[config.mk]
export PLATFORM = sky130hd
export DESIGN_NAME = jpeg_scan_byte_mutator
export DESIGN_NICKNAME = d
export VERILOG_FILES = /design/src/hw/rtl/jsbm_pkg.sv /design/src/hw/rtl/jsbm_front.sv /design/src/hw/rtl/jsbm_queue.sv /design/src/hw/rtl/jsbm_back.sv /design/src/hw/rtl/jpeg_scan_byte_mutator.sv
export SDC_FILE = /design/constraint.sdc
export NUM_CORES = 1
export LEC_CHECK = 0
export ABC_AREA = 1
export ABC_CLOCK_PERIOD_IN_PS = 3150
export BUFFER_PORTS_ARGS = -buffer_cell sky130_fd_sc_hd__buf_2
export CAP_MARGIN = 10
export CORE_UTILIZATION = 30
export CTS_CLUSTER_DIAMETER = 200
export DETAILED_ROUTE_END_ITERATION = 7
export GPL_TIMING_DRIVEN = 0
export PLACE_DENSITY = 0.53
export SLEW_MARGIN = 20
export SYNTH_ARGS = -nofsm -noshare
export SYNTH_HDL_FRONTEND = slang
export SYNTH_HIERARCHICAL = 1
export SYNTH_SLANG_ARGS = --single-unit
[constraint.sdc]
create_clock -name clock -period 3.15 [get_ports clock]
set_clock_uncertainty 0.15 [all_clocks]
set_input_delay 0.63 -clock clock [delete_from_list [all_inputs] [get_ports clock]]
set_output_delay 0.63 -clock clock [all_outputs]
set_load 0.01 [all_outputs]
[src/hw/rtl/jsbm_pkg.sv]
// Shared types and constants for the JPEG scan byte mutator.
// No dependencies; used by the parser, the queue, the mutator and the top level.
package jsbm_pkg;

   localparam int unsigned QUEUE_DEPTH = 2;

   localparam logic [3:0] LEVEL_RESET = 4'd5;
   localparam logic [3:0] FLIP_BASE   = 4'd10;
   localparam logic [3:0] ROTATE_LIMIT = 4'd7;

   localparam logic [7:0] BYTE_FF   = 8'hFF;
   localparam logic [7:0] BYTE_FE   = 8'hFE;
   localparam logic [7:0] BYTE_00   = 8'h00;
   localparam logic [7:0] MARK_SOS  = 8'hDA;
   localparam logic [7:0] MARK_EOI  = 8'hD9;
   localparam logic [7:0] MARK_RST0 = 8'hD0;
   localparam logic [7:0] MARK_SOI  = 8'hD8;

   // One classified byte on its way from the parser to the mutator.
   typedef struct packed {
      logic [7:0] data_byte;
      logic       end_of_file;
      logic       pick;
      logic [3:0] roll;
      logic [2:0] flip_bit;
      logic [2:0] rotate_by;
      logic [7:0] fresh_byte;
      logic       in_scan;
      logic       safe;
   } entry_type;

endpackage

[src/hw/rtl/jsbm_front.sv]
// Marker parser: walks the JPEG marker structure and tags each byte.
// Depends on jsbm_pkg for the marker codes and the queue entry type.
module jsbm_front (
   input  logic                clock,
   input  logic                reset,
   input  logic                accept,
   input  logic [7:0]          data_byte,
   input  logic                end_of_file,
   input  logic                pick,
   input  logic [3:0]          roll,
   input  logic [2:0]          flip_bit,
   input  logic [2:0]          rotate_by,
   input  logic [7:0]          fresh_byte,
   output jsbm_pkg::entry_type entry
);

   typedef enum logic [3:0] {
      PH_SOI0, PH_SOI1, PH_SEEK, PH_MARK, PH_LENHI, PH_LENLO, PH_SKIP, PH_SCAN, PH_DONE
   } phase_type;

   phase_type   phase_ff, phase_in;
   logic [15:0] skip_ff, skip_in;
   logic [7:0]  len_hi_ff, len_hi_in;
   logic        is_sos_ff, is_sos_in;
   logic        prev_ff_ff, prev_ff_in;

   logic        in_scan;
   logic        safe;
   logic [15:0] seg_len;
   logic [15:0] skip_dec;
   logic        byte_is_ff;

   assign byte_is_ff = (data_byte == jsbm_pkg::BYTE_FF);
   assign skip_dec   = skip_ff - 16'd1;

   always_comb begin
      seg_len = {len_hi_ff, data_byte};
      if (seg_len < 16'd2) begin
         seg_len = 16'd2;
      end
   end

   always_comb begin
      phase_in  = phase_ff;
      skip_in   = skip_ff;
      len_hi_in = len_hi_ff;
      is_sos_in = is_sos_ff;
      in_scan   = 1'b0;
      safe      = 1'b0;
      case (phase_ff)
         PH_SOI0: phase_in = PH_SOI1;
         PH_SOI1: phase_in = PH_SEEK;
         PH_SEEK: begin
            if (byte_is_ff) begin
               phase_in = PH_MARK;
            end
         end
         PH_MARK: begin
            if (byte_is_ff) begin
               phase_in = PH_MARK;
            end else if (data_byte == jsbm_pkg::BYTE_00) begin
               phase_in = PH_SEEK;
            end else if (data_byte == jsbm_pkg::MARK_EOI) begin
               phase_in = PH_DONE;
            end else if (data_byte >= jsbm_pkg::MARK_RST0 &&
                         data_byte <= jsbm_pkg::MARK_SOI) begin
               phase_in = PH_SEEK;
            end else begin
               is_sos_in = (data_byte == jsbm_pkg::MARK_SOS);
               phase_in  = PH_LENHI;
            end
         end
         PH_LENHI: begin
            len_hi_in = data_byte;
            phase_in  = PH_LENLO;
         end
         PH_LENLO: begin
            skip_in = seg_len - 16'd2;
            if (skip_in != 16'd0) begin
               phase_in = PH_SKIP;
            end else begin
               phase_in = is_sos_ff ? PH_SCAN : PH_SEEK;
            end
         end
         PH_SKIP: begin
            skip_in = skip_dec;
            if (skip_dec == 16'd0) begin
               phase_in = is_sos_ff ? PH_SCAN : PH_SEEK;
            end
         end
         PH_SCAN: begin
            in_scan = 1'b1;
            safe    = !byte_is_ff && !prev_ff_ff;
         end
         default: phase_in = PH_DONE;
      endcase
      prev_ff_in = byte_is_ff;
      // last byte of a file: start over for the next one
      if (end_of_file) begin
         phase_in   = PH_SOI0;
         skip_in    = 16'd0;
         len_hi_in  = 8'd0;
         is_sos_in  = 1'b0;
         prev_ff_in = 1'b0;
      end
   end

   always_ff @(posedge clock) begin
      if (reset) begin
         phase_ff   <= PH_SOI0;
         skip_ff    <= 16'd0;
         len_hi_ff  <= 8'd0;
         is_sos_ff  <= 1'b0;
         prev_ff_ff <= 1'b0;
      end else if (accept) begin
         phase_ff   <= phase_in;
         skip_ff    <= skip_in;
         len_hi_ff  <= len_hi_in;
         is_sos_ff  <= is_sos_in;
         prev_ff_ff <= prev_ff_in;
      end
   end

   always_comb begin
      entry.data_byte   = data_byte;
      entry.end_of_file = end_of_file;
      entry.pick        = pick;
      entry.roll        = roll;
      entry.flip_bit    = flip_bit;
      entry.rotate_by   = rotate_by;
      entry.fresh_byte  = fresh_byte;
      entry.in_scan     = in_scan;
      entry.safe        = safe;
   end

endmodule

[src/hw/rtl/jsbm_queue.sv]
// Small FIFO of classified bytes between the parser and the mutator.
// Depends on jsbm_pkg for the entry type.
module jsbm_queue #(
   parameter int unsigned DEPTH = jsbm_pkg::QUEUE_DEPTH
) (
   input  logic                clock,
   input  logic                reset,
   input  logic                push,
   input  jsbm_pkg::entry_type push_entry,
   output logic                full,
   input  logic                pop,
   output logic                head_valid,
   output jsbm_pkg::entry_type head_entry,
   output logic [$clog2(DEPTH+1)-1:0] count
);

   localparam int unsigned PW = $clog2(DEPTH);
   localparam int unsigned CW = $clog2(DEPTH + 1);
   localparam logic [PW-1:0] PTR_LAST = PW'(DEPTH - 1);
   localparam logic [CW-1:0] CNT_FULL = CW'(DEPTH);

   jsbm_pkg::entry_type slots [DEPTH];
   logic [PW-1:0] wr_ptr_ff, wr_ptr_in;
   logic [PW-1:0] rd_ptr_ff, rd_ptr_in;
   logic [CW-1:0] count_ff, count_in;

   assign full       = (count_ff == CNT_FULL);
   assign head_valid = (count_ff != '0);
   assign head_entry = slots[rd_ptr_ff];
   assign count      = count_ff;

   always_comb begin
      wr_ptr_in = wr_ptr_ff;
      rd_ptr_in = rd_ptr_ff;
      count_in  = count_ff;
      if (push) begin
         wr_ptr_in = (wr_ptr_ff == PTR_LAST) ? '0 : wr_ptr_ff + 1'b1;
      end
      if (pop) begin
         rd_ptr_in = (rd_ptr_ff == PTR_LAST) ? '0 : rd_ptr_ff + 1'b1;
      end
      if (push && !pop) begin
         count_in = count_ff + 1'b1;
      end else if (pop && !push) begin
         count_in = count_ff - 1'b1;
      end
   end

   always_ff @(posedge clock) begin
      if (reset) begin
         wr_ptr_ff <= '0;
         rd_ptr_ff <= '0;
         count_ff  <= '0;
      end else begin
         wr_ptr_ff <= wr_ptr_in;
         rd_ptr_ff <= rd_ptr_in;
         count_ff  <= count_in;
      end
   end

   always_ff @(posedge clock) begin
      if (push) begin
         slots[wr_ptr_ff] <= push_entry;
      end
   end

endmodule

[src/hw/rtl/jsbm_back.sv]
// Mutator and output register: applies flip, rotate or replace to picked safe bytes.
// Depends on jsbm_pkg; holds the corruption level register.
module jsbm_back (
   input  logic                clock,
   input  logic                reset,
   input  logic                csr_valid,
   input  logic [3:0]          csr_data,
   input  logic                head_valid,
   input  jsbm_pkg::entry_type head_entry,
   output logic                pop,
   output logic                rsp_tvalid,
   input  logic                rsp_tready,
   output logic [7:0]          rsp_tdata,
   output logic                rsp_tlast,
   output logic [2:0]          rsp_tuser
);

   logic [3:0] level_ff;
   logic       valid_ff;
   logic [7:0] byte_ff, byte_in;
   logic       last_ff;
   logic [2:0] user_ff, user_in;

   logic [3:0]  thresh;
   logic [7:0]  v;
   logic [7:0]  mutated;
   logic [15:0] rot_wide;

   assign v = head_entry.data_byte;

   // flip share is max(1, 10 - level)
   assign thresh   = (level_ff >= 4'd9) ? 4'd1 : jsbm_pkg::FLIP_BASE - level_ff;
   assign rot_wide = {v, v} << head_entry.rotate_by;

   always_comb begin
      if (head_entry.roll < thresh) begin
         mutated = v ^ (8'd1 << head_entry.flip_bit);
      end else if (head_entry.roll < jsbm_pkg::ROTATE_LIMIT) begin
         mutated = rot_wide[15:8];
      end else begin
         mutated = head_entry.fresh_byte;
      end
      if (mutated == jsbm_pkg::BYTE_FF) begin
         mutated = jsbm_pkg::BYTE_FE;
      end
      byte_in = (head_entry.safe && head_entry.pick) ? mutated : v;
      user_in = {head_entry.end_of_file && head_entry.in_scan,
                 head_entry.in_scan, head_entry.safe};
   end

   assign pop = head_valid && (!valid_ff || rsp_tready);

   always_ff @(posedge clock) begin
      if (reset) begin
         level_ff <= jsbm_pkg::LEVEL_RESET;
         valid_ff <= 1'b0;
      end else begin
         if (csr_valid) begin
            level_ff <= csr_data;
         end
         if (pop) begin
            valid_ff <= 1'b1;
         end else if (rsp_tready) begin
            valid_ff <= 1'b0;
         end
      end
   end

   always_ff @(posedge clock) begin
      if (pop) begin
         byte_ff <= byte_in;
         last_ff <= head_entry.end_of_file;
         user_ff <= user_in;
      end
   end

   assign rsp_tvalid = valid_ff;
   assign rsp_tdata  = byte_ff;
   assign rsp_tlast  = last_ff;
   assign rsp_tuser  = user_ff;

endmodule

[src/hw/rtl/jpeg_scan_byte_mutator.sv]
// An accepted byte reaches its result through the parser into the queue, then the mutator register.
// Throughput: one byte per cycle; the parser keeps going while the queue has room, so
// the result side may stall for up to QUEUE_DEPTH items plus the output register.
// Reset (synchronous, active high): parser restarts at the first SOI byte, queue and
// output register empty, corruption level 5. The parser also restarts after each tlast.
module jpeg_scan_byte_mutator #(
   parameter int unsigned QUEUE_DEPTH = jsbm_pkg::QUEUE_DEPTH
) (
   input  logic        clock,
   input  logic        reset,
   // data_byte[7:0], roll[11:8], flip_bit[14:12], rotate_by[17:15], fresh_byte[25:18]
   input  logic [31:0] req_tdata,
   input  logic        req_tvalid,
   output logic        req_tready,
   input  logic        req_tlast,
   // pick[0]
   input  logic        req_tuser,
   // out_byte[7:0]
   output logic [7:0]  rsp_tdata,
   output logic        rsp_tvalid,
   input  logic        rsp_tready,
   output logic        rsp_tlast,
   // safe[0], in_scan[1], scan_found[2]
   output logic [2:0]  rsp_tuser,
   input  logic [3:0]  csr_data,
   input  logic        csr_valid,
   output logic        csr_ready
);

   jsbm_pkg::entry_type new_entry, head_entry;
   logic q_full, q_head_valid, q_pop, req_accept;
   logic [$clog2(QUEUE_DEPTH+1)-1:0] q_count;

   assign req_tready = !q_full;
   assign req_accept = req_tvalid && req_tready;
   assign csr_ready  = 1'b1;

   jsbm_front u_front (
      .clock       (clock),
      .reset       (reset),
      .accept      (req_accept),
      .data_byte   (req_tdata[7:0]),
      .end_of_file (req_tlast),
      .pick        (req_tuser),
      .roll        (req_tdata[11:8]),
      .flip_bit    (req_tdata[14:12]),
      .rotate_by   (req_tdata[17:15]),
      .fresh_byte  (req_tdata[25:18]),
      .entry       (new_entry)
   );

   jsbm_queue #(.DEPTH(QUEUE_DEPTH)) u_queue (
      .clock      (clock),
      .reset      (reset),
      .push       (req_accept),
      .push_entry (new_entry),
      .full       (q_full),
      .pop        (q_pop),
      .head_valid (q_head_valid),
      .head_entry (head_entry),
      .count      (q_count)
   );

   jsbm_back u_back (
      .clock      (clock),
      .reset      (reset),
      .csr_valid  (csr_valid),
      .csr_data   (csr_data),
      .head_valid (q_head_valid),
      .head_entry (head_entry),
      .pop        (q_pop),
      .rsp_tvalid (rsp_tvalid),
      .rsp_tready (rsp_tready),
      .rsp_tdata  (rsp_tdata),
      .rsp_tlast  (rsp_tlast),
      .rsp_tuser  (rsp_tuser)
   );

   // a safe byte is always scan data
   assert property (@(posedge clock) disable iff (reset)
      rsp_tvalid |-> !(rsp_tuser[0] && !rsp_tuser[1]))
      else $error("safe result outside scan data");

   // scan_found only on the last result of a file, and only inside scan
   assert property (@(posedge clock) disable iff (reset)
      (rsp_tvalid && rsp_tuser[2]) |-> (rsp_tlast && rsp_tuser[1]))
      else $error("scan_found on a result that is not last in scan");

   // queue occupancy never passes its depth
   assert property (@(posedge clock) disable iff (reset)
      q_count <= ($clog2(QUEUE_DEPTH+1))'(QUEUE_DEPTH))
      else $error("queue overflow");

   // an item leaves the queue only if it was there
   assert property (@(posedge clock) disable iff (reset)
      q_pop |-> q_count != '0)
      else $error("pop from empty queue");

endmodule

==> impl_summary.log <==
INFO  metric run_status = finished with violations
INFO  metric failing_checks = design-rule violations
INFO  metric synth_sequential_area_ratio = 0.4313
INFO  metric min_delay_path_depth = 1
INFO  metric ff2ff_setup_slack = ~0.38 ns
INFO  metric later_pin_clock_latency_in_the_skew_report = 0.36 ns
INFO  metric fraction_of_final_layout_cells_with_drive_strength_greater_than_1 = 0.2042
INFO  metric post_synth_inst_count = 805
INFO  metric max-clock-path-buffers = 2
INFO  metric core = 22,570 um2
INFO  metric yosysWarningCount = 6
INFO  metric antenna_cells_inserted = 0
INFO  metric rows = 55
INFO  metric vias_per_cell = 4.638
INFO  metric grt_pass1_vias = 5,058
INFO  metric synth_area_leader_cell = sky130_fd_sc_hd__edfxtp_1
INFO  metric hold-path-endpoint = u_queue/slots[0][17]
INFO  metric cts.repair_timing.setup_buffer_count = 0
INFO  metric number_of_hold_slack_violations_in_the_final_timing_report = 0
INFO  metric synth.net_count = 858
INFO  metric max_slew.worst_pin.slew = about 0.73 ns
INFO  metric fin_area = ~7700 um2
INFO  metric netlist_cell_types = 48
INFO  metric drv_cap = 0
INFO  metric path_max_fanout = 6
INFO  metric finish.net_count = 900
INFO  metric area_growth_syn_to_layout = 12.29%
INFO  metric synth.cells.most_frequent = 191 x sky130_fd_sc_hd__nand2_1, 88 x sky130_fd_sc_hd__nand3_1, 85 x sky130_fd_sc_hd__inv_1, 72 x sky130_fd_sc_hd__edfxtp_1, 56 x sky130_fd_sc_hd__nor2_1
INFO  metric drt-initial-drc-count = roughly 240
INFO  metric timing.critical_path.max_delay_family = simple AND/OR/NAND/NOR gates
INFO  metric crit_path_max_incr_delay = 0.25 ns
INFO  metric port-buffer-count = 29
INFO  metric timing.final.max_slew_violations = 0
INFO  metric leak_pwr = about 3.3 nW
INFO  metric required = around 3.2 ns
INFO  metric holdBufCountCts = 0
INFO  metric fill_cells = roughly 2,400
INFO  metric cts_htree_levels = 3
INFO  metric p_per_area = 718.2 nW/um2
INFO  metric critical_path_cell_count = 17
INFO  metric floorplan.die_area = 23,510 um2
INFO  metric design.portCount = 58
INFO  metric cts_inserted_buffers = 9
INFO  metric holdCritStartpoint = req_tdata[9]
INFO  metric synth.area.top_cells = sky130_fd_sc_hd__edfxtp_1 31%, sky130_fd_sc_hd__dfxtp_1 12%, sky130_fd_sc_hd__nand2_1 10%
INFO  metric yosys_register_bits = 112
INFO  metric yosys_most_used_dff = sky130_fd_sc_hd__edfxtp_1
INFO  metric r2r.worst_path.cells = 16
INFO  metric grt_overflow_total = 0
INFO  metric path_class = input port to register
INFO  metric hold_path.class = input port to register
INFO  metric routedWlPerCell = 13.88 um
INFO  metric worst_slew_margin_relative_to_its_limit = 0.5146
INFO  metric worst_r2r_endpoint = u_front/phase_ff[2]
INFO  metric antenna_violations_before_repair = 0
INFO  metric ant_nets = 0
INFO  metric critPathBufInv = 2
INFO  metric number_of_remaining_drc_errors = 2
INFO  metric first_pass_iters = 6
INFO  metric die_width = 153.3 um
INFO  metric die_height = roughly 150 um
INFO  metric routed-via-count = between 5,000 and 6,000
INFO  metric cts_resized = 0
INFO  metric syn_area = between 6000 and 7000 um2
INFO  metric cell_at_the_root_of_the_clock_tree = sky130_fd_sc_hd__clkbuf_16
INFO  metric synth_edf_count = between 70 and 80
INFO  metric period_needed = 2.879 ns
INFO  metric routed_wirelength = 15.78 mm
INFO  metric gp_congestion = 0.8486
INFO  metric cp_data_arrival_time = 2.95 ns
INFO  metric yosys.area.top_type_share = 0.3147
INFO  metric type_of_origin_of_the_critical_path = input port
INFO  metric rr_startpoint = u_front/len_hi_ff[2]
INFO  metric synth_area_per_cell = 8.535 um2
INFO  metric clk_transition_reported_paths = 0.08 ns
INFO  metric largest_net_degree_at_the_start_of_global_routing = 32
INFO  metric rsz0062_at_grt = false
INFO  metric clock.fmax = 347.3 MHz
INFO  metric postPlaceCellArea = 7422 um2
INFO  metric wire_length_of_the_first_global_routing_pass = between 20 and 30 mm
INFO  metric initial_utilization = 0.3044
INFO  metric vdd_ir_drop_max = 0.3074 mV
INFO  metric final_util = 0.3418
INFO  metric async_flop_share = 0
INFO  metric min_period_over_period = 0.9141
INFO  metric clock_tree_from_tritoncts = done
INFO  metric synth_most_common_cell = sky130_fd_sc_hd__nand2_1
INFO  metric cp_slowest_cell = sky130_fd_sc_hd__nor2_2
INFO  metric dp_hpwl = 12.12 mm
INFO  metric sink_count_of_the_clock_tree = 112
INFO  metric endpoint_class_of_the_critical_path = register
INFO  metric timing.critical_path.mode_cell = sky130_fd_sc_hd__nand3_1
INFO  metric setup_viol_count_final = 0
INFO  metric gr-usage-all-layers = 0.1415
INFO  metric critical_path.cell_chain = buf_2 -> inv_1 -> nand2_2 -> nor2_8 -> a21oi_2 -> ha_1 -> nand3_1 -> nor2_2 -> nand3_1 -> xor2_1 -> nand3_1 -> nor2_2 -> nand3_1 -> nand2_1 -> nand2_1 -> nand2_1 -> a21oi_2
==> worst reg2reg max path, stage by stage, from the launching register on <==
cell                      delay (ns)
sky130_fd_sc_hd__dfxtp_1        0.36
sky130_fd_sc_hd__nor2_1         0.12
sky130_fd_sc_hd__nand2_1        0.09
sky130_fd_sc_hd__nor2_2         0.26
sky130_fd_sc_hd__a21oi_2        0.12
sky130_fd_sc_hd__ha_1           0.24
sky130_fd_sc_hd__nand3_1        0.20
sky130_fd_sc_hd__nor2_1         0.10
sky130_fd_sc_hd__xor2_1         0.17
sky130_fd_sc_hd__inv_1          0.06
sky130_fd_sc_hd__nand3_1        0.07
sky130_fd_sc_hd__nor3_1         0.31
sky130_fd_sc_hd__nand3_1        0.13
sky130_fd_sc_hd__nand2_1        0.07
sky130_fd_sc_hd__nand2_1        0.05
sky130_fd_sc_hd__nand2_1        0.08
sky130_fd_sc_hd__a21oi_2        0.05
==> registers in the layout, indices dropped and copies added (netlist names), named ones only <==
signal	count
u_queue/rd_ptr_ff	1
u_front/phase_ff	4
u_queue/slots	60
u_back/rsp_tvalid	1
u_back/level_ff	4
u_front/prev_ff_ff	1
u_queue/count	2
u_back/rsp_tlast	1
u_back/rsp_tdata	8
u_front/len_hi_ff	8
u_front/is_sos_ff	1
u_queue/wr_ptr_ff	1
u_back/rsp_tuser	3
u_front/skip_ff	16
==> stage by stage <==
stage	setup slack [ns]	hold slack, ns	instances	total power (W)	setup TNS [ns]
after floorplan	0.3486	0.2955	805	0.003851	0
after global placement	-0.6829	0.3074	1119	0.004423	-20.67
after CTS	0.2114	0.2810	1137	0.005628	0
after detailed placement	-0.1639	0.3161	1121	0.004477	-0.2778
after global routing	0.02526	0.2786	1137	0.005977	0
final	0.2706	0.2985	1137	0.005541	0
==> cells in the final DEF, fill, tap and decap left out, types with 3 or more instances in the layout <==
cell type,synthesis,final
sky130_fd_sc_hd__clkinv_4,0,3
sky130_fd_sc_hd__mux2_2,4,4
sky130_fd_sc_hd__nand3_1,88,88
sky130_fd_sc_hd__ha_1,10,10
sky130_fd_sc_hd__xor2_1,11,11
sky130_fd_sc_hd__xnor2_1,7,7
sky130_fd_sc_hd__buf_2,3,32
sky130_fd_sc_hd__nand4_1,11,11
sky130_fd_sc_hd__inv_2,4,5
sky130_fd_sc_hd__dfxtp_1,40,40
sky130_fd_sc_hd__inv_1,85,84
sky130_fd_sc_hd__nand2_4,5,5
sky130_fd_sc_hd__buf_4,33,33
sky130_fd_sc_hd__clkbuf_16,0,9
sky130_fd_sc_hd__buf_6,6,7
sky130_fd_sc_hd__o211ai_1,5,5
sky130_fd_sc_hd__nand3_2,4,4
sky130_fd_sc_hd__o21ai_1,3,3
sky130_fd_sc_hd__nor2_2,9,9
sky130_fd_sc_hd__a21oi_1,48,46
sky130_fd_sc_hd__edfxtp_1,72,72
sky130_fd_sc_hd__nand2_2,6,6
sky130_fd_sc_hd__nor2_1,56,55
sky130_fd_sc_hd__nand2_1,191,191
sky130_fd_sc_hd__nor3_1,10,10
sky130_fd_sc_hd__a21oi_2,3,5
sky130_fd_sc_hd__mux2_4,30,30
sky130_fd_sc_hd__o21ai_0,18,18
sky130_fd_sc_hd__nor2_4,8,9
sky130_fd_sc_hd__clkbuf_1,6,6
sky130_fd_sc_hd__a211oi_1,6,6
==> per-layer routing <==
metal	track usage	wire (um)
met3	0.02268	495
met4	0.06476	427
met1	0.1760	7223
met5	0	0
met2	0.2403	7630
==> report_power, final <==
part	total [W]	internal, W	switching, W
Sequential	0.00198	0.00188	0.0000965
Combinational	0.00243	0.00101	0.00143
Clock	0.00113	0.000553	0.000576
Total	0.00554	0.00344	0.00210
==> worst max path at each step <==
stage | start | to | slack [ns]
6_report | req_tdata[1] | u_front/phase_ff[2] | 0.27
5_1_grt | req_tdata[1] | u_front/phase_ff[2] | 0.03
4_1_cts | req_tdata[1] | u_front/phase_ff[2] | 0.21
3_5_place_dp | req_tdata[1] | u_front/phase_ff[2] | -0.16
3_3_place_gp | req_tvalid | u_queue/slots[0][17] | -0.68
2_1_floorplan | req_tvalid | u_queue/slots[0][0] | 0.35
==> layout make-up <==
cell class / count / area, um2 / area share
multi-input cells: 551 / 3187 / 0.4131
flip-flops and latches: 112 / 2963 / 0.3840
inverters: 92 / 371.6 / 0.04817
plain buffers: 50 / 364.1 / 0.04719
well taps: 285 / 356.6 / 0.04622
clock buffers: 9 / 225.2 / 0.02919
repair buffers: 31 / 183.9 / 0.02384
clock inverters: 7 / 63.81 / 0.008271
==> kinds of logic after synthesis <==
| group | Yosys count | synth area share |
|---|---|---|
| AND/OR/NAND/NOR | 398 | 0.2717 |
| multiplexers | 34 | 0.07212 |
| adder cells (fa/ha/maj) | 10 | 0.01821 |
| AO/OA/AOI/OAI | 90 | 0.07613 |
| other | 1 | 0.0005458 |
| buffers and inverters | 142 | 0.1071 |
| flip-flops | 112 | 0.4313 |
| XOR/XNOR | 18 | 0.02295 |
Note: power is estimated with default switching activity, not from simulation.
